File: src/hw/rtl/sct_pkg.sv
package sct_pkg;

	localparam int POS_BITS = 16;
	localparam int MAX_RES = 4;

	localparam logic [5:0] K_ERROR = 6'd0;
	localparam logic [5:0] K_WORD = 6'd1;
	localparam logic [5:0] K_NUMBER = 6'd2;
	localparam logic [5:0] K_INT = 6'd3;
	localparam logic [5:0] K_KEYWORD = 6'd4;
	localparam logic [5:0] K_LT = 6'd5;
	localparam logic [5:0] K_LE = 6'd6;
	localparam logic [5:0] K_SHL = 6'd7;
	localparam logic [5:0] K_GT = 6'd8;
	localparam logic [5:0] K_GE = 6'd9;
	localparam logic [5:0] K_SHR = 6'd10;
	localparam logic [5:0] K_PLUS = 6'd11;
	localparam logic [5:0] K_INC = 6'd12;
	localparam logic [5:0] K_PLUS_EQ = 6'd13;
	localparam logic [5:0] K_MINUS = 6'd14;
	localparam logic [5:0] K_DEC = 6'd15;
	localparam logic [5:0] K_MINUS_EQ = 6'd16;
	localparam logic [5:0] K_AMP = 6'd17;
	localparam logic [5:0] K_LAND = 6'd18;
	localparam logic [5:0] K_AMP_EQ = 6'd19;
	localparam logic [5:0] K_PIPE = 6'd20;
	localparam logic [5:0] K_LOR = 6'd21;
	localparam logic [5:0] K_PIPE_EQ = 6'd22;
	localparam logic [5:0] K_XOR = 6'd23;
	localparam logic [5:0] K_XOR_EQ = 6'd24;
	localparam logic [5:0] K_STAR = 6'd25;
	localparam logic [5:0] K_STAR_EQ = 6'd26;
	localparam logic [5:0] K_SLASH = 6'd27;
	localparam logic [5:0] K_SLASH_EQ = 6'd28;
	localparam logic [5:0] K_PCT = 6'd29;
	localparam logic [5:0] K_PCT_EQ = 6'd30;
	localparam logic [5:0] K_ASSIGN = 6'd31;
	localparam logic [5:0] K_EQ = 6'd32;
	localparam logic [5:0] K_BANG = 6'd33;
	localparam logic [5:0] K_NE = 6'd34;
	localparam logic [5:0] K_LBRACKET = 6'd35;
	localparam logic [5:0] K_RBRACKET = 6'd36;
	localparam logic [5:0] K_LSQUARE = 6'd37;
	localparam logic [5:0] K_RSQUARE = 6'd38;
	localparam logic [5:0] K_LCURLY = 6'd39;
	localparam logic [5:0] K_RCURLY = 6'd40;
	localparam logic [5:0] K_COLON = 6'd41;
	localparam logic [5:0] K_SEMI = 6'd42;
	localparam logic [5:0] K_COMMA = 6'd43;
	localparam logic [5:0] K_QUESTION = 6'd44;
	localparam logic [5:0] K_HASH = 6'd45;
	localparam logic [5:0] K_AT = 6'd46;
	localparam logic [5:0] K_DOLLAR = 6'd47;
	localparam logic [5:0] K_NOT = 6'd48;
	localparam logic [5:0] K_DOT = 6'd49;
	localparam logic [5:0] K_STRING = 6'd50;

	localparam logic [7:0] CH_SPACE = 8'h20;
	localparam logic [7:0] CH_FF = 8'h0C;
	localparam logic [7:0] CH_LF = 8'h0A;
	localparam logic [7:0] CH_CR = 8'h0D;
	localparam logic [7:0] CH_DOT = 8'h2E;
	localparam logic [7:0] CH_QUOTE = 8'h22;
	localparam logic [7:0] CH_ZERO = 8'h30;

	typedef struct packed {
		logic        is_record;
		logic [5:0]  kind;
		logic [15:0] line;
		logic [15:0] col;
		logic [7:0]  vbyte;
		logic        last;
	} res_t;

	typedef struct packed {
		logic       found;
		logic [5:0] fail;
		logic [7:0] e1;
		logic [5:0] s1;
		logic       has_e2;
		logic [7:0] e2;
		logic [5:0] s2;
	} op_rule_t;

	typedef struct packed {
		logic       hit;
		logic [5:0] kind;
	} punct_t;

	function automatic op_rule_t op_lookup(input logic [7:0] c);
		op_rule_t r;
		r = '0;
		r.found = 1'b1;
		case (c)
			8'h3C: begin r.fail = K_LT; r.e1 = 8'h3D; r.s1 = K_LE;
				r.has_e2 = 1'b1; r.e2 = 8'h3C; r.s2 = K_SHL; end
			8'h3E: begin r.fail = K_GT; r.e1 = 8'h3D; r.s1 = K_GE;
				r.has_e2 = 1'b1; r.e2 = 8'h3E; r.s2 = K_SHR; end
			8'h2B: begin r.fail = K_PLUS; r.e1 = 8'h2B; r.s1 = K_INC;
				r.has_e2 = 1'b1; r.e2 = 8'h3D; r.s2 = K_PLUS_EQ; end
			8'h2D: begin r.fail = K_MINUS; r.e1 = 8'h2D; r.s1 = K_DEC;
				r.has_e2 = 1'b1; r.e2 = 8'h3D; r.s2 = K_MINUS_EQ; end
			8'h26: begin r.fail = K_AMP; r.e1 = 8'h26; r.s1 = K_LAND;
				r.has_e2 = 1'b1; r.e2 = 8'h3D; r.s2 = K_AMP_EQ; end
			8'h7C: begin r.fail = K_PIPE; r.e1 = 8'h7C; r.s1 = K_LOR;
				r.has_e2 = 1'b1; r.e2 = 8'h3D; r.s2 = K_PIPE_EQ; end
			8'h5E: begin r.fail = K_XOR; r.e1 = 8'h3D; r.s1 = K_XOR_EQ; end
			8'h2A: begin r.fail = K_STAR; r.e1 = 8'h3D; r.s1 = K_STAR_EQ; end
			8'h2F: begin r.fail = K_SLASH; r.e1 = 8'h3D; r.s1 = K_SLASH_EQ; end
			8'h25: begin r.fail = K_PCT; r.e1 = 8'h3D; r.s1 = K_PCT_EQ; end
			8'h3D: begin r.fail = K_ASSIGN; r.e1 = 8'h3D; r.s1 = K_EQ; end
			8'h21: begin r.fail = K_BANG; r.e1 = 8'h3D; r.s1 = K_NE; end
			default: r.found = 1'b0;
		endcase
		return r;
	endfunction

	function automatic punct_t punct_kind(input logic [7:0] c);
		punct_t p;
		p.hit = 1'b1;
		case (c)
			8'h28: p.kind = K_LBRACKET;
			8'h29: p.kind = K_RBRACKET;
			8'h5B: p.kind = K_LSQUARE;
			8'h5D: p.kind = K_RSQUARE;
			8'h7B: p.kind = K_LCURLY;
			8'h7D: p.kind = K_RCURLY;
			8'h3A: p.kind = K_COLON;
			8'h3B: p.kind = K_SEMI;
			8'h2C: p.kind = K_COMMA;
			8'h3F: p.kind = K_QUESTION;
			8'h23: p.kind = K_HASH;
			8'h40: p.kind = K_AT;
			8'h24: p.kind = K_DOLLAR;
			8'h7E: p.kind = K_NOT;
			default: begin p.hit = 1'b0; p.kind = K_ERROR; end
		endcase
		return p;
	endfunction

	function automatic logic is_digit(input logic [7:0] c);
		return (c >= 8'h30) && (c <= 8'h39);
	endfunction

	function automatic logic is_alpha(input logic [7:0] c);
		return ((c >= 8'h41) && (c <= 8'h5A)) || ((c >= 8'h61) && (c <= 8'h7A))
			|| (c == 8'h5F);
	endfunction

	// keyword texts: const, True, False
	function automatic logic [7:0] kw_char(input int k, input logic [2:0] idx);
		logic [7:0] r;
		r = 8'h00;
		case (k)
			0: case (idx)
				3'd0: r = 8'h63; 3'd1: r = 8'h6F; 3'd2: r = 8'h6E;
				3'd3: r = 8'h73; 3'd4: r = 8'h74; default: r = 8'h00;
			endcase
			1: case (idx)
				3'd0: r = 8'h54; 3'd1: r = 8'h72; 3'd2: r = 8'h75;
				3'd3: r = 8'h65; default: r = 8'h00;
			endcase
			2: case (idx)
				3'd0: r = 8'h46; 3'd1: r = 8'h61; 3'd2: r = 8'h6C;
				3'd3: r = 8'h73; 3'd4: r = 8'h65; default: r = 8'h00;
			endcase
			default: r = 8'h00;
		endcase
		return r;
	endfunction

	function automatic logic [2:0] kw_len(input int k);
		logic [2:0] r;
		case (k)
			0: r = 3'd5;
			1: r = 3'd4;
			default: r = 3'd5;
		endcase
		return r;
	endfunction

	function automatic logic [2:0] word_cand(input logic [2:0] cand, input logic [2:0] wlen,
			input logic [7:0] c);
		logic [2:0] r;
		r = cand;
		for (int k = 0; k < 3; k++) begin
			if (cand[k] && ((wlen >= kw_len(k)) || (kw_char(k, wlen) != c)))
				r[k] = 1'b0;
		end
		return r;
	endfunction

	function automatic logic is_kw(input logic [2:0] cand, input logic [2:0] wlen);
		logic r;
		r = 1'b0;
		for (int k = 0; k < 3; k++) begin
			if (cand[k] && (kw_len(k) == wlen))
				r = 1'b1;
		end
		return r;
	endfunction

	function automatic logic [15:0] clamp_pos(input logic [POS_BITS-1:0] v);
		logic [32:0] w;
		w = 33'(v);
		if (w > 33'd65535)
			return 16'hFFFF;
		return w[15:0];
	endfunction

	function automatic res_t mk_rec(input logic [5:0] kind, input logic [POS_BITS-1:0] line,
			input logic [POS_BITS-1:0] col);
		res_t r;
		r.is_record = 1'b1;
		r.kind = kind;
		r.line = clamp_pos(line);
		r.col = clamp_pos(col);
		r.vbyte = 8'h00;
		r.last = 1'b0;
		return r;
	endfunction

	function automatic res_t mk_val(input logic [7:0] b);
		res_t r;
		r = '0;
		r.vbyte = b;
		return r;
	endfunction

endpackage

File: src/hw/rtl/source_char_tokenizer.sv
// source_char_tokenizer: streaming lexer, one source byte per word on the src channel
// (ch, end_of_source) and one result word per cycle on the tok channel while tok_ready is high.
// Each source byte yields zero to four results, value bytes of tokens and token records
// (kind, line, column) in lexing order. last_of_run marks the final result of a byte.
// The byte is lexed in the cycle it is accepted and its results are registered into a
// four-entry output queue; the first result is visible in the cycle after acceptance.
// Throughput: one byte per cycle while tok_ready is high and each byte yields at most
// one result. A byte yielding several results holds src_ready low while the queue drains,
// one entry per cycle while tok_ready is high. A new byte is taken in the same cycle
// the last queued result is taken. When tok_ready is low the queue holds and src_ready
// stays low while any result is queued.
// end_of_source on a byte closes any open token (an open string closes on that byte)
// and returns the lexer to idle with line and column at zero for the next source.
// Reset (arst_n low) empties the queue, idles the lexer and clears the position.
// Line and column are zero based and saturate at all ones.
module source_char_tokenizer (
	input  logic        clk,
	input  logic        arst_n,
	input  logic        src_valid,
	output logic        src_ready,
	input  logic [7:0]  ch,
	input  logic        end_of_source,
	output logic        tok_valid,
	input  logic        tok_ready,
	output logic        is_record,
	output logic [5:0]  token_kind,
	output logic [15:0] line_no,
	output logic [15:0] column_no,
	output logic [7:0]  value_byte,
	output logic        last_of_run
);

	localparam int PB = sct_pkg::POS_BITS;

	localparam logic [2:0] M_IDLE = 3'd0;
	localparam logic [2:0] M_OP   = 3'd1;
	localparam logic [2:0] M_DOT  = 3'd2;
	localparam logic [2:0] M_NUM  = 3'd3;
	localparam logic [2:0] M_WORD = 3'd4;
	localparam logic [2:0] M_STR  = 3'd5;

	localparam logic [PB-1:0] PMAX = '1;

	logic [2:0]    mode_q, mode_n;
	logic [7:0]    pend_q, pend_n;
	logic [PB-1:0] sl_q, sl_n, sc_q, sc_n;
	logic [PB-1:0] line_q, line_n, col_q, col_n;
	logic          dot_q, dot_n;
	logic [2:0]    cand_q, cand_n;
	logic [2:0]    wlen_q, wlen_n;

	sct_pkg::res_t rbuf_q [sct_pkg::MAX_RES];
	sct_pkg::res_t res [sct_pkg::MAX_RES];
	logic [2:0]    cnt_q, n;

	sct_pkg::op_rule_t opp, opc, opf;
	sct_pkg::punct_t   pk;
	logic              do_start;
	logic              accept, pop;

	assign tok_valid = (cnt_q != 3'd0);
	assign pop = tok_valid && tok_ready;
	assign src_ready = (cnt_q == 3'd0) || ((cnt_q == 3'd1) && tok_ready);
	assign accept = src_valid && src_ready;

	assign is_record = rbuf_q[0].is_record;
	assign token_kind = rbuf_q[0].kind;
	assign line_no = rbuf_q[0].line;
	assign column_no = rbuf_q[0].col;
	assign value_byte = rbuf_q[0].vbyte;
	assign last_of_run = rbuf_q[0].last;

	always_comb begin
		for (int i = 0; i < sct_pkg::MAX_RES; i++)
			res[i] = '0;
		n = 3'd0;
		mode_n = mode_q;
		pend_n = pend_q;
		sl_n = sl_q;
		sc_n = sc_q;
		dot_n = dot_q;
		cand_n = cand_q;
		wlen_n = wlen_q;
		do_start = 1'b0;
		opp = sct_pkg::op_lookup(pend_q);
		opc = sct_pkg::op_lookup(ch);
		pk = sct_pkg::punct_kind(ch);

		// close or continue the open token
		case (mode_q)
			M_OP: begin
				if (!opp.found) begin
					do_start = 1'b1;
				end else if (ch == opp.e1) begin
					res[n[1:0]] = sct_pkg::mk_rec(opp.s1, line_q, col_q);
					n = n + 3'd1;
					mode_n = M_IDLE;
				end else if (opp.has_e2 && (ch == opp.e2)) begin
					res[n[1:0]] = sct_pkg::mk_rec(opp.s2, line_q, col_q);
					n = n + 3'd1;
					mode_n = M_IDLE;
				end else begin
					res[n[1:0]] = sct_pkg::mk_rec(opp.fail, sl_q, sc_q);
					n = n + 3'd1;
					do_start = 1'b1;
				end
			end
			M_DOT: begin
				if (sct_pkg::is_digit(ch)) begin
					res[0] = sct_pkg::mk_val(sct_pkg::CH_ZERO);
					res[1] = sct_pkg::mk_val(sct_pkg::CH_DOT);
					res[2] = sct_pkg::mk_val(ch);
					n = 3'd3;
					mode_n = M_NUM;
					dot_n = 1'b1;
					sl_n = line_q;
					sc_n = col_q;
				end else begin
					res[n[1:0]] = sct_pkg::mk_rec(sct_pkg::K_DOT, line_q, col_q);
					n = n + 3'd1;
					do_start = 1'b1;
				end
			end
			M_NUM: begin
				if (sct_pkg::is_digit(ch)) begin
					res[n[1:0]] = sct_pkg::mk_val(ch);
					n = n + 3'd1;
				end else if ((ch == sct_pkg::CH_DOT) && !dot_q) begin
					dot_n = 1'b1;
					res[n[1:0]] = sct_pkg::mk_val(ch);
					n = n + 3'd1;
				end else begin
					res[n[1:0]] = sct_pkg::mk_rec(dot_q ? sct_pkg::K_NUMBER : sct_pkg::K_INT,
						sl_q, sc_q);
					n = n + 3'd1;
					do_start = 1'b1;
				end
			end
			M_WORD: begin
				if (sct_pkg::is_digit(ch) || sct_pkg::is_alpha(ch)) begin
					cand_n = sct_pkg::word_cand(cand_q, wlen_q, ch);
					wlen_n = (wlen_q < 3'd7) ? wlen_q + 3'd1 : wlen_q;
					res[n[1:0]] = sct_pkg::mk_val(ch);
					n = n + 3'd1;
				end else begin
					res[n[1:0]] = sct_pkg::mk_rec(sct_pkg::is_kw(cand_q, wlen_q) ?
						sct_pkg::K_KEYWORD : sct_pkg::K_WORD, sl_q, sc_q);
					n = n + 3'd1;
					do_start = 1'b1;
				end
			end
			M_STR: begin
				if (ch == sct_pkg::CH_QUOTE) begin
					res[n[1:0]] = sct_pkg::mk_rec(sct_pkg::K_STRING, sl_q, sc_q);
					n = n + 3'd1;
					mode_n = M_IDLE;
				end else begin
					res[n[1:0]] = sct_pkg::mk_val(ch);
					n = n + 3'd1;
				end
			end
			default: do_start = 1'b1;
		endcase

		// begin a new token on this byte
		if (do_start) begin
			mode_n = M_IDLE;
			if ((ch == sct_pkg::CH_SPACE) || (ch == sct_pkg::CH_FF) ||
					(ch == sct_pkg::CH_LF) || (ch == sct_pkg::CH_CR)) begin
				mode_n = M_IDLE;
			end else if (pk.hit) begin
				res[n[1:0]] = sct_pkg::mk_rec(pk.kind, line_q, col_q);
				n = n + 3'd1;
			end else if (ch == sct_pkg::CH_DOT) begin
				mode_n = M_DOT;
				sl_n = line_q;
				sc_n = col_q;
			end else if (ch == sct_pkg::CH_QUOTE) begin
				mode_n = M_STR;
				sl_n = line_q;
				sc_n = col_q;
			end else if (opc.found) begin
				mode_n = M_OP;
				pend_n = ch;
				sl_n = line_q;
				sc_n = col_q;
			end else if (sct_pkg::is_digit(ch)) begin
				mode_n = M_NUM;
				dot_n = 1'b0;
				sl_n = line_q;
				sc_n = col_q;
				res[n[1:0]] = sct_pkg::mk_val(ch);
				n = n + 3'd1;
			end else if (sct_pkg::is_alpha(ch)) begin
				mode_n = M_WORD;
				cand_n = sct_pkg::word_cand(3'b111, 3'd0, ch);
				wlen_n = 3'd1;
				sl_n = line_q;
				sc_n = col_q;
				res[n[1:0]] = sct_pkg::mk_val(ch);
				n = n + 3'd1;
			end else begin
				res[n[1:0]] = sct_pkg::mk_val(ch);
				n = n + 3'd1;
				res[n[1:0]] = sct_pkg::mk_rec(sct_pkg::K_ERROR, line_q, col_q);
				n = n + 3'd1;
			end
		end

		// position of the next byte
		line_n = line_q;
		col_n = col_q;
		if (ch == sct_pkg::CH_LF) begin
			if (line_q != PMAX)
				line_n = line_q + 1'b1;
			col_n = '0;
		end else if (col_q != PMAX) begin
			col_n = col_q + 1'b1;
		end

		// end of source closes any open token and restarts the lexer
		opf = sct_pkg::op_lookup(pend_n);
		if (end_of_source) begin
			case (mode_n)
				M_OP: begin
					if (opf.found) begin
						res[n[1:0]] = sct_pkg::mk_rec(opf.fail, sl_n, sc_n);
						n = n + 3'd1;
					end
				end
				M_DOT: begin
					res[n[1:0]] = sct_pkg::mk_rec(sct_pkg::K_DOT, line_n, col_n);
					n = n + 3'd1;
				end
				M_NUM: begin
					res[n[1:0]] = sct_pkg::mk_rec(dot_n ? sct_pkg::K_NUMBER : sct_pkg::K_INT,
						sl_n, sc_n);
					n = n + 3'd1;
				end
				M_WORD: begin
					res[n[1:0]] = sct_pkg::mk_rec(sct_pkg::is_kw(cand_n, wlen_n) ?
						sct_pkg::K_KEYWORD : sct_pkg::K_WORD, sl_n, sc_n);
					n = n + 3'd1;
				end
				M_STR: begin
					res[n[1:0]] = sct_pkg::mk_rec(sct_pkg::K_STRING, sl_n, sc_n);
					n = n + 3'd1;
				end
				default: ;
			endcase
			mode_n = M_IDLE;
			pend_n = 8'h00;
			sl_n = '0;
			sc_n = '0;
			line_n = '0;
			col_n = '0;
			dot_n = 1'b0;
			cand_n = 3'b111;
			wlen_n = 3'd0;
		end

		if (n != 3'd0)
			res[n[1:0] - 2'd1].last = 1'b1;
	end

	always_ff @(posedge clk or negedge arst_n) begin
		if (!arst_n) begin
			mode_q <= M_IDLE;
			pend_q <= 8'h00;
			sl_q <= '0;
			sc_q <= '0;
			line_q <= '0;
			col_q <= '0;
			dot_q <= 1'b0;
			cand_q <= 3'b111;
			wlen_q <= 3'd0;
		end else if (accept) begin
			mode_q <= mode_n;
			pend_q <= pend_n;
			sl_q <= sl_n;
			sc_q <= sc_n;
			line_q <= line_n;
			col_q <= col_n;
			dot_q <= dot_n;
			cand_q <= cand_n;
			wlen_q <= wlen_n;
		end
	end

	always_ff @(posedge clk or negedge arst_n) begin
		if (!arst_n) begin
			cnt_q <= 3'd0;
		end else if (accept) begin
			cnt_q <= n;
		end else if (pop) begin
			cnt_q <= cnt_q - 3'd1;
		end
	end

	// result queue, head at entry 0
	always_ff @(posedge clk) begin
		if (accept) begin
			for (int i = 0; i < sct_pkg::MAX_RES; i++)
				rbuf_q[i] <= res[i];
		end else if (pop) begin
			for (int i = 0; i < sct_pkg::MAX_RES - 1; i++)
				rbuf_q[i] <= rbuf_q[i+1];
		end
	end

	a_cnt_range: assert property (@(posedge clk) disable iff (!arst_n)
		cnt_q <= 3'd4)
		else $error("result queue count out of range");

	a_last_flag: assert property (@(posedge clk) disable iff (!arst_n)
		tok_valid && (cnt_q == 3'd1) |-> last_of_run)
		else $error("final queued result lacks last_of_run");

	a_eos_restart: assert property (@(posedge clk) disable iff (!arst_n)
		accept && end_of_source |=> (mode_q == M_IDLE) && (line_q == '0) && (col_q == '0))
		else $error("lexer not restarted after end of source");

	a_word_len: assert property (@(posedge clk) disable iff (!arst_n)
		(mode_q == M_WORD) |-> (wlen_q != 3'd0))
		else $error("word mode with empty word");

endmodule

File: config.mk
export PLATFORM = sky130hd
export DESIGN_NAME = source_char_tokenizer
export DESIGN_NICKNAME = d
export VERILOG_FILES = /design/src/hw/rtl/sct_pkg.sv /design/src/hw/rtl/source_char_tokenizer.sv
export SDC_FILE = /design/constraint.sdc
export NUM_CORES = 1
export LEC_CHECK = 0
export ABC_CLOCK_PERIOD_IN_PS = 6000
export BUFFER_PORTS_ARGS = -buffer_cell sky130_fd_sc_hd__buf_2
export CELL_PAD_IN_SITES_DETAIL_PLACEMENT = 0
export CELL_PAD_IN_SITES_GLOBAL_PLACEMENT = 1
export CORE_UTILIZATION = 50
export CTS_BUF_LIST = sky130_fd_sc_hd__clkbuf_2 sky130_fd_sc_hd__clkbuf_4 sky130_fd_sc_hd__clkbuf_8
export DETAILED_ROUTE_END_ITERATION = 10
export PLACE_DENSITY = 0.93
export SETUP_SLACK_MARGIN = 0.02
export SYNTH_ARGS = -nofsm -noshare
export SYNTH_HDL_FRONTEND = slang
export SYNTH_SLANG_ARGS = --single-unit
export TNS_END_PERCENT = 50
File: constraint.sdc
create_clock -name clk -period 6 [get_ports clk]
set_input_delay 1.2 -clock clk [delete_from_list [all_inputs] [get_ports clk]]
set_output_delay 1.2 -clock clk [all_outputs]
set_load 0.02 [all_outputs]
### After elaboration in Yosys (flattened, before gate mapping)

Memory sizes are Yosys's and may differ from the RTL's.
Cells that the tools add are included.

* bits in registers: 85
* bits in writable memories: 192
* input bits: 13
* output and inout port bits: 50
* logic and storage cells: 423
* memories: 1

Memories
* rbuf_q: depth 4, bits a word 48, read ports 4, clocked after memory_dff 0, wr ports 4, line source_char_tokenizer.sv:52 `sct_pkg::res_t rbuf_q [sct_pkg::MAX_RES];`

* add/sub/neg operators: 8
* $lt $le $gt $ge: 19
* equality and inequality tests: 86
* muxes and demuxes: 246
* bitwise logic cells: 7
* reduce and logical (&&, ||, !) cells: 46

Operator list (number)
* 2-to-1 mux 192 bit: 11
* bitwise mux 192 bit: 9
* case mux 192 bit (5 select lines): 1
* 2-to-1 mux 48 bit: 12
* case mux 20 bit (12 select lines): 2
* 2-to-1 mux 16 bit: 28
* demux 48 bit (select 2 bit): 4
* == test 8 x 6 -> 1 bit (second input constant): 41
* 2-to-1 mux 8 bit: 37
* case mux 48 bit (5 select lines): 1
* 2-to-1 mux 3 bit: 79
* 2-to-1 mux 55 bit: 2
* == test 8 x 7 -> 1 bit (second input constant): 13
* 2-to-1 mux 47 bit: 2
* case mux 15 bit (6 select lines): 1
* case mux 6 bit (14 select lines): 1
* case mux 7 bit (5 select lines): 2
* != test 8 bit: 6
* 2-to-1 mux 1 bit: 47
* OR reduction 12 bit: 3
* adder 16 x 1 -> 16 bit (second input constant): 2
* != test 16 bit (second input constant): 2
* case mux 7 bit (4 select lines): 1
* == test 8 x 4 -> 1 bit (second input constant): 3
* 34 further kinds: 102

### Logic depth before layout (Yosys ltp)

Gate-level depths: netlist of the first run.

* depth after elaboration: 36
* mapped depth: 19
* gate-level depth less buffers: 16

### Worst setup path before layout of the first run

No wires, ideal clock.

* path kind: input -> register
* start point: input port tok_ready
* end point: memory rbuf_q[0][0] in the netlist's numbering (enable)
* library setup time: 1.226 ns
* data arrival time: 4.633 ns
* data required time: 4.774 ns
* setup slack: 0.141 ns
* stages: 6
* buffers on the path: 2
* cell sequence: a21oi_1 > nor2_1 > nand2_1 > clkbuf_1 > clkbuf_1 > nand2_1

RTL lines
* from (decl): line source_char_tokenizer.sv:24 `input logic tok_ready,`
* to (decl): line source_char_tokenizer.sv:52

==> results of run 1 <==
==> synth_stat cells (all sizes together), types with 12 or more instances <==
master | number | area share [%]
a31oi | 17 | 0.60
nor3 | 51 | 1.5
nand3 | 82 | 2.3
inv | 28 | 0.59
buf | 37 | 1.2
o31ai | 21 | 0.89
or3 | 24 | 0.84
dfrtp | 82 | 12
nor2b | 14 | 0.49
nor2 | 159 | 3.4
o211ai | 35 | 1.5
o21ai | 186 | 5.3
a211oi | 36 | 1.8
nand2 | 250 | 5.3
nand2b | 24 | 0.84
xnor2 | 16 | 0.79
and3 | 24 | 0.84
a21boi | 15 | 0.63
a22o | 31 | 1.5
mux2i | 19 | 1.1
a21oi | 132 | 3.7
nor4 | 12 | 0.46
nand4 | 18 | 0.63
edfxtp | 192 | 32
clkbuf | 151 | 3.2
a221oi | 31 | 1.6
a32oi | 25 | 1.2
a22oi | 71 | 3.0
ha | 18 | 1.3
and2 | 16 | 0.56
==> registers in the layout (all words and copies together), names as in the netlist, 8 cells and up <==
name,count
col_q,16
sl_q,16
line_q,16
sc_q,16
pend_q,8
rbuf_q,192
==> metrics by stage <==
step / std cells / cell area, µm² / total power, µW / utilization, %
floorplan: 1999 / 17800 / 5660 / -
global placement: 2395 / 18500 / 6641 / 53.15
detailed placement: 2395 / 18500 / 6727 / 53.15
CTS: 2485 / 19500 / 8532 / 56.03
global route: 2485 / 19500 / 9025 / 56.03
finish: 2485 / 19500 / 8582 / 56.03
==> how the worst min path moves through the flow <==
stage	start	endpoint	slack [ns]	cells past startpoint
after global routing	sl_q[14]$_DFFE_PN0P_	sl_q[14]$_DFFE_PN0P_	0.53	2
after CTS	cand_q[0]$_DFFE_PN1P_	cand_q[0]$_DFFE_PN1P_	0.51	2
final	cand_q[0]$_DFFE_PN1P_	cand_q[0]$_DFFE_PN1P_	0.51	2
after detailed placement	sc_q[1]$_DFFE_PN0P_	sc_q[1]$_DFFE_PN0P_	0.50	2
after global placement	sc_q[1]$_DFFE_PN0P_	sc_q[1]$_DFFE_PN0P_	0.48	2
after floorplan	cand_q[0]$_DFFE_PN1P_	cand_q[0]$_DFFE_PN1P_	0.47	2
==> cell type report <==
class	instances	area, µm²	share of cell area [%]
clock buffers	76	927.1	4.755
clock inverters	14	76.32	0.3914
inverters	29	108.9	0.5583
multi-input cells	1505	9092	46.63
flip-flops and latches	277	7896	40.50
well taps	455	569.3	2.920
repair buffers	129	828.3	4.248
==> cells by family (layout without fill, tap and decap cells) <==
group	Yosys count	count (layout)	synth area share, %
buffers and inverters	217	248	4.976
other	1	8	0.02109
muxes	25	25	1.562
adders and majority gates	18	18	1.267
DFF	277	277	44.42
AOI/OAI and AO/OA	699	699	26.74
and+or+nand+nor	734	734	19.98
xor gates and xnor gates	21	21	1.035
==> metal layers <==
| layer | part of all wire [%] | up-vias |
|---|---|---|
| met4 | 3.1 | 0 |
| li1 | - | 7555 |
| met1 | 44 | 8155 |
| met5 | 0 | - |
| met3 | 9.1 | 133 |
| met2 | 44 | 941 |
==> power breakdown <==
| part | internal, µW | switching (µW) | total [µW] |
|---|---|---|---|
| clock network | 984 | 819 | 1800 |
| registers | 2960 | 489 | 3450 |
| logic | 1060 | 2270 | 3330 |
==> critical path, cell delays in order (launching register included) <==
cell and delay, ns:
dfrtp_1 0.79, nand3_1 0.18, or4_1 0.61, and4_1 0.31
nand2_1 0.17, a21oi_1 0.09, a21oi_1 0.33, inv_1 0.18
ha_1 0.24, nand3_1 0.17, a21oi_1 0.10, and2_1 0.21
a21oi_1 0.16, and3_1 1.02, a221oi_1 0.26, a211oi_1 0.38
==> impl_metrics.tcl, run 1 <==
set metrics [dict create \
    yosys_most_used_dff "edfxtp_1" \
    grt-busiest-layer "met2" \
    ys_seq_elements 277 \
    fin_worst_skew_ns 0.03175 \
    fin_crit_ns 5.428 \
    cts_tree "built" \
    outcome "complete, no violations" \
    final_cell_mix "247 x nand2_1, 192 x edfxtp_1, 182 x o21ai_0, 155 x nor2_1, 131 x a21oi_1" \
    cts_sinks 277 \
    use_met2_pct 48.45 \
    grt_pass1_vias 15684 \
    track_usage_pct 32.37 \
    fmaxAchievable_mhz 184.2 \
    irDropWorstVdd_mv 0.3654 \
    place_congestion 1.009 \
    post_cts_buffers 0 \
    first_pass_iters 5 \
    endpoint "rbuf_q[0][39]$_DFFE_PP_" \
    cts.hold.buffers_added 0 \
    hold_violations 0 \
    clkTransAtPathRegs_ns 0.06 \
    synth_cell_type_count 96 \
    gr-usage-met3_pct 6.018 \
    syn_to_final_growth_pct 9.677 \
    dp_hpwl_um 38880 \
    die_area_mm2 0.03632 \
    ant_nets 0 \
    nNetsFinal 2021 \
    worstPathArrival_ns 5.84 \
    design.core.area_mm2 0.03480 \
    rr_startpoint "pend_q[2]$_DFFE_PN0P_" \
    min_path_type "reg -> reg" \
    io_pins 63 \
    crit_type "reg -> reg" \
    final_common_cell "nand2_1" \
    timing.hold.ws_ns 0.5120 \
    cts-root-buf "clkbuf_8" \
    totalWireLength_um 58640 \
    fillCellCount 3111 \
    power_density_mw_per_mm2 440.1 \
    max_slew_margin_pct 16.84 \
    avgSynthCellArea_um2 8.925 \
    setup_slack_ns 0.5718 \
    r2r_cells 15 \
    cts_max_level 2 \
    worst_pin_slew_ns 1.247 \
    ys_warn_count 0 \
    final_layout_size_suffix_gt1_share_pct 13.45 \
    fp.dieH_um 190.6 \
    finalSetupViolCount 0 \
    grt_pass1_wl_um 91310 \
    detail_route.iter0.violations 2143 \
    synthArstFlopShare_pct 30.69 \
    wire_per_inst_um 23.60 \
    rsz0062_at_grt "false" \
    cp.required_ns 6.41 \
    drc 0 \
    grt_max_degree 72 \
    final_max_slew_viol_count 0 \
    clk_latency_ns 0.62 \
    synth_area_mm2 0.01778 \
    r2r_slack_ns 0.57 \
    end_kind "register" \
    num_vias 16784 \
    cts-resized-gates 0 \
    period_share_pct 90.47 \
    initial_utilization_pct 51.09 \
    r2r_end "rbuf_q[0][39]$_DFFE_PP_" \
    critPathLaunch "pend_q[2]$_DFFE_PN0P_" \
    antenna_found_initial 0 \
    maxCapViolations 0 \
    synthesis.instances 1992 \
    overflow 0 \
    clk_path_buf_depth 3 \
    antenna_cells 0 \
    port_buffers 62 \
    synth-edff-count 192 \
    vias_per_cell 6.754 \
    die_w_um 190.6 \
    final.setup.tns_ns 0 \
    pre_cts_slack_ns 0.5411 \
    ys_seq_area_share_pct 44.42 \
    placementRows 68 \
    use_met1_pct 46.50 \
    worstPathMaxFanout 23 \
    crit_path_start_kind "register" \
    p_leak_uw 0.007191 \
    cts_buffers 48 \
]
Note: power is estimated with default switching activity, not from simulation.
==> run 2: changes to the inputs <==
--- a/config.mk
+++ b/config.mk
@@ -9,10 +9,10 @@
 export BUFFER_PORTS_ARGS = -buffer_cell sky130_fd_sc_hd__buf_2
 export CELL_PAD_IN_SITES_DETAIL_PLACEMENT = 0
 export CELL_PAD_IN_SITES_GLOBAL_PLACEMENT = 1
-export CORE_UTILIZATION = 50
-export CTS_BUF_LIST = sky130_fd_sc_hd__clkbuf_2 sky130_fd_sc_hd__clkbuf_4 sky130_fd_sc_hd__clkbuf_8
+export CORE_UTILIZATION = 49
+export CTS_BUF_LIST = sky130_fd_sc_hd__clkbuf_4 sky130_fd_sc_hd__clkbuf_8 sky130_fd_sc_hd__clkbuf_16
 export DETAILED_ROUTE_END_ITERATION = 10
-export PLACE_DENSITY = 0.93
+export PLACE_DENSITY = 0.92
 export SETUP_SLACK_MARGIN = 0.02
 export SYNTH_ARGS = -nofsm -noshare
 export SYNTH_HDL_FRONTEND = slang
==> run 2 against run 1 <==
- the run now ends with DRC left
- via count up 0.32%
- flip-flop and latch count is the same
- cell area up 0.22%
- sequential share of layout area shrank 0.091 points
- hold slack lost 0.0083 ns
- worst setup slack better by 0.21 ns
- count of clock-buffer cells in the layout is 37 lower
- clock power rose by 13%
- clock skew shrank 0.019 ns
- sequential power hardly changed
- combinational power is essentially flat
==> impl_metrics.tcl, run 2 (synthesized netlist as in run 1, its figures left out) <==
set metrics [dict create \
    syn_to_final_growth_pct 9.923 \
    cts_tree "built" \
    worstPathMaxFanout 13 \
    worst_pin_slew_ns 1.189 \
    cts_max_level 1 \
    cts-root-buf "clkbuf_16" \
    worstPathArrival_ns 5.61 \
    timing.hold.ws_ns 0.5038 \
    swShare_pct 41.05 \
    hold_violations 0 \
    failed_checks "DRC" \
    cp_slowest_cell "nor4b_2" \
    clk_path_buf_depth 3 \
    combPwrFrac_pct 37.8 \
    irDropWorstVdd_mv 0.2919 \
    place_congestion 1.023 \
    final_max_slew_viol_count 0 \
    placedCellCount 2393 \
    grt_pass1_wl_um 92610 \
    final_common_cell "nand2_1" \
    worst-path-buf-inv 2 \
    final.setup.tns_ns 0 \
    total_power_uw 8831 \
    vias_per_cell 6.869 \
    track_usage_pct 32.48 \
    clk_latency_ns 0.60 \
    pwr-share-seq_pct 39.0 \
    cts_buffers 31 \
    internal-power_uw 5206 \
    design.core.area_mm2 0.03566 \
    placementRows 69 \
    cp.required_ns 6.40 \
    slowest_delay_ns 0.67 \
    wire_per_inst_um 24.37 \
    crit_path_start_kind "register" \
    maxCapViolations 0 \
    grt_max_degree 62 \
    antenna_found_initial 0 \
    antenna_cells 0 \
    port_buffers 62 \
    power_density_mw_per_mm2 451.9 \
    io_pins 63 \
    min_path_type "reg -> reg" \
    crit_type "reg -> reg" \
    final_util_pct 54.81 \
    totalWireLength_um 59740 \
    finalSetupViolCount 0 \
    fillCellCount 3209 \
    clkTransAtPathRegs_ns 0.07 \
    max_slew_margin_pct 20.35 \
    nNetsFinal 1996 \
    overflow 0 \
    outcome "finished, violations left" \
    drc 4 \
    p_leak_uw 0.007161 \
    largest_reg_flops 192 \
    end_kind "register" \
    detail_route.iter0.violations 2350 \
    fin_crit_ns 5.215 \
    initial_utilization_pct 49.86 \
    fin_cells 2451 \
    fmaxAchievable_mhz 191.8 \
    period_share_pct 86.91 \
    cts.hold.buffers_added 0 \
    regMostFlops "rbuf_q" \
    rsz0062_at_grt "false" \
    cp_top_family "simple AND/OR/NAND/NOR gates" \
    fp.dieH_um 192.5 \
    die_w_um 192.5 \
    ant_nets 0 \
    cts_sinks 277 \
    first_pass_iters 9 \
    grt_pass1_vias 15406 \
    cts-resized-gates 0 \
    crit_chain "nor4b_2, nand4_1, and4_1, nand2_1, a21oi_1, a21oi_1, inv_1, ha_1, o21ai_0, o31a_1, ha_1, and2_1, o211ai_2, nand2_1, buf_4, a221oi_1, a211oi_1" \
    die_area_mm2 0.03705 \
    dp_hpwl_um 38850 \
    post_cts_buffers 0 \
    clkPwrFrac_pct 23.1 \
    final_cell_mix "247 x nand2_1, 192 x edfxtp_1, 182 x o21ai_0, 155 x nor2_1, 131 x a21oi_1" \
    fin_worst_skew_ns 0.01281 \
    p_sw_uw 3625 \
    num_vias 16837 \
    final_layout_size_suffix_gt1_share_pct 12.06 \
]
[run 2: cell types whose count changed in the layout (fill, tap and decap cells not counted), sizes merged]
| cell | previous run | this run |
|---|---|---|
| clkbuf | 76 | 39 |
| buf | 129 | 121 |
| bufinv | 0 | 3 |
| clkinvlp | 1 | 4 |
| clkinv | 13 | 11 |
| inv | 29 | 30 |
[run 2: path summary, 6_finish.rpt]
kind                                             from                 endpoint  slack (ns)  cells after the start
worst max-delay path            pend_q[4]$_DFFE_PN0P_  rbuf_q[0][25]$_DFFE_PP_        0.79                     17
worst max register to register  pend_q[4]$_DFFE_PN0P_  rbuf_q[0][25]$_DFFE_PP_        0.79                     17
min in group asynchronous                      arst_n    pend_q[3]$_DFFE_PN0P_        0.64                      1
max in group asynchronous                      arst_n     sc_q[14]$_DFFE_PN0P_        4.21                      2
worst min-delay path            cand_q[0]$_DFFE_PN1P_    cand_q[0]$_DFFE_PN1P_        0.50                      2
worst min register to register  cand_q[0]$_DFFE_PN1P_    cand_q[0]$_DFFE_PN1P_        0.50                      2
[run 2: layer usage]
| metal | track usage [%] | vias to the layer above | wire length (µm) |
|---|---|---|---|
| li1 | - | 7492 | - |
| met1 | 46.98 | 8184 | 25080 |
| met2 | 49.52 | 1036 | 26800 |
| met3 | 4.492 | 125 | 5868 |
| met4 | 11.69 | 0 | 1996 |
| met5 | 0 | - | 0 |
[run 2: layout make-up]
class                   instances  area [µm²]  share of cell area [%]
clock buffers                  39       902.1                   4.616
clock inverters                19       197.7                   1.012
inverters                      29       108.9                  0.5570
multi-input cells            1505        9092                   46.53
flip-flops and latches        277        7896                   40.41
well taps                     461       576.8                   2.952
repair buffers                121       768.2                   3.931
[run 2: power by group through the flow]
stage               clock (µW)  combinational [µW]  sequential [µW]
finish                    2040                3340             3450
global route              2120                3630             3520
CTS                       2050                3290             3430
detailed placement           0                3270             3460
global placement             0                3210             3440
floorplan                    0                2210             3450
[run 2: through the flow]
step                      area, µm²  worst slack, ns
after CTS                     19540           0.9633
after global placement        18440           0.5305
after global routing          19540           0.5804
after floorplan               17800           0.1407
final                         19540           0.7854
after detailed placement      18440           0.4750
[run 2: worst reg2reg max path: stages (launching register included)]
cell      delay (ns)
dfrtp_1         0.53
nor4b_2         0.68
nand4_1         0.34
and4_1          0.37
nand2_1         0.16
a21oi_1         0.09
a21oi_1         0.29
inv_1           0.17
ha_1            0.30
o21ai_0         0.16
o31a_1          0.25
ha_1            0.28
and2_1          0.22
o211ai_2        0.28
nand2_1         0.19
buf_4           0.29
a221oi_1        0.09
a211oi_1        0.32
==> run 3: changes to the inputs <==
--- a/config.mk
+++ b/config.mk
@@ -13,6 +13,7 @@
 export CTS_BUF_LIST = sky130_fd_sc_hd__clkbuf_4 sky130_fd_sc_hd__clkbuf_8 sky130_fd_sc_hd__clkbuf_16
 export DETAILED_ROUTE_END_ITERATION = 10
 export PLACE_DENSITY = 0.92
+export REMOVE_ABC_BUFFERS = 1
 export SETUP_SLACK_MARGIN = 0.02
 export SYNTH_ARGS = -nofsm -noshare
 export SYNTH_HDL_FRONTEND = slang
==> run 3 against run 2 <==
- hold slack lost 0.0056 ns
- via count shrank 0.59%
- flip-flop and latch count is the same
- worst setup slack is essentially flat
- critical path depth shrank 3
- core utilization grew 0.12 points
- sequential share of layout area shrank 0.088 points
- largest cell class unchanged
- routed wire length shrank 1.7%
- clock power shrank 4%
- die area is the same
- the run still ends with DRC left
- cell count grew 0.45%
- largest power group unchanged
- highest routed layer unchanged
==> impl_metrics.tcl, run 3 (synthesized netlist as in run 1, its figures left out) <==
set metrics [dict create \
    outcome "finished, violations left" \
    failed_checks "DRC" \
    clk_latency_ns 0.60 \
    detail_route.iter0.violations 2338 \
    fin_cells 2462 \
    final_max_slew_viol_count 0 \
    p_leak_uw 0.007210 \
    final_common_cell "nand2_1" \
    p_sw_uw 3596 \
    placementRows 69 \
    fp.dieH_um 192.5 \
    drc 14 \
    final_cell_mix "247 x nand2_1, 192 x edfxtp_1, 182 x o21ai_0, 155 x nor2_1, 131 x a21oi_1" \
    initial_utilization_pct 49.86 \
    num_vias 16737 \
    cts_tree "built" \
    worstPathMaxFanout 23 \
    antenna_found_initial 0 \
    placedCellCount 2404 \
    rsz0062_at_grt "false" \
    nNetsFinal 2007 \
    cts_sinks 277 \
    design.core.area_mm2 0.03566 \
    r2r_slack_ns 0.78 \
    worstPathArrival_ns 5.64 \
    syn_to_final_growth_pct 10.16 \
    fmaxAchievable_mhz 191.8 \
    cts.hold.buffers_added 0 \
    grt_pass1_vias 15411 \
    port_buffers 62 \
    power_density_mw_per_mm2 446.8 \
    clkTransAtPathRegs_ns 0.06 \
    finalSetupViolCount 0 \
    first_pass_iters 9 \
    cts-root-buf "clkbuf_16" \
    cp.required_ns 6.42 \
    min_path_type "reg -> reg" \
    grt_max_degree 79 \
    hold_violations 0 \
    irDropWorstVdd_mv 0.2543 \
    clk_path_buf_depth 3 \
    post_cts_buffers 0 \
    pwr-share-seq_pct 39.1 \
    max_slew_margin_pct 25.07 \
    internal-power_uw 5155 \
    grt_pass1_wl_um 90980 \
    wire_per_inst_um 23.86 \
    track_usage_pct 31.59 \
    cts_max_level 1 \
    combPwrFrac_pct 38.5 \
    period_share_pct 86.92 \
    place_congestion 1.014 \
    fin_crit_ns 5.215 \
    end_kind "register" \
    die_w_um 192.5 \
    crit_type "reg -> reg" \
    largest_reg_flops 192 \
    cts_buffers 31 \
    final.setup.tns_ns 0 \
    worst_pin_slew_ns 1.124 \
    overflow 0 \
    final_layout_size_suffix_gt1_share_pct 12.49 \
    ant_nets 0 \
    cts-resized-gates 0 \
    totalWireLength_um 58740 \
    antenna_cells 0 \
    vias_per_cell 6.798 \
    crit_path_start_kind "register" \
    io_pins 63 \
    regMostFlops "rbuf_q" \
    final_util_pct 54.93 \
    dp_hpwl_um 38530 \
    fin_worst_skew_ns 0.01381 \
    die_area_mm2 0.03705 \
    maxCapViolations 0 \
    clkPwrFrac_pct 22.4 \
    swShare_pct 41.09 \
]
[run 3: power by group through the flow]
stage	sequential [µW]	combinational [µW]	clock (µW)
CTS	3410	3310	1980
floorplan	3580	1970	0
global route	3490	3630	2050
detailed placement	3430	3290	0
finish	3420	3370	1960
global placement	3410	3230	0
[run 3: worst paths after layout]
| kind | from | cells after the start | endpoint |
|---|---|---|---|
| setup / recovery | pend_q[2]$_DFFE_PN0P_ | 14 | rbuf_q[1][30]$_DFFE_PP_ |
| min in group asynchronous | arst_n | 1 | pend_q[6]$_DFFE_PN0P_ |
| setup reg to reg | pend_q[2]$_DFFE_PN0P_ | 14 | rbuf_q[1][30]$_DFFE_PP_ |
| max in group asynchronous | arst_n | 2 | sl_q[10]$_DFFE_PN0P_ |
| hold reg to reg | cand_q[0]$_DFFE_PN1P_ | 2 | cand_q[0]$_DFFE_PN1P_ |
| hold / removal | cand_q[0]$_DFFE_PN1P_ | 2 | cand_q[0]$_DFFE_PN1P_ |
[run 3: critical path: stages, from the launching register on]
cell,delay (ns)
dfrtp_1,0.83
nand3_1,0.21
or4_1,0.61
and3_1,0.31
o2111ai_1,0.11
nand4_1,0.33
o31ai_4,0.50
nor3_1,0.12
xnor2_1,0.28
buf_4,0.23
ha_1,0.28
and2_1,0.54
nand2_1,0.19
buf_4,0.27
o21ai_0,0.21
[run 3: routing by layer]
| layer | GRT usage, % | share of wire, % |
|---|---|---|
| met1 | 45.45 | 43 |
| met2 | 49.27 | 45 |
| met3 | 4.455 | 9.2 |
| met4 | 9.297 | 2.4 |
| met5 | 0 | 0 |
[run 3: area by class of cell]
cell class,count,area (µm²)
Clock buffer,39,842.1
Clock inverter,19,192.7
Fill cell,3214,16070
Inverter,29,108.9
Multi-Input combinational cell,1505,9092
Sequential cell,277,7896
Tap cell,461,576.8
Timing Repair Buffer,132,875.8
[run 3: metrics by stage]
stage          total power, µW  instance area (µm²)  setup slack [ns]  hold WS, ns
6_report                  8751                19590            0.7850       0.4982
5_1_grt                   9167                19590            0.5953       0.5216
4_1_cts                   8696                19590             1.054       0.4988
2_1_floorplan             5548                17030            -4.378       0.4664
3_3_place_gp              6636                18550            0.6929       0.4823
3_5_place_dp              6723                18550            0.5334       0.4915
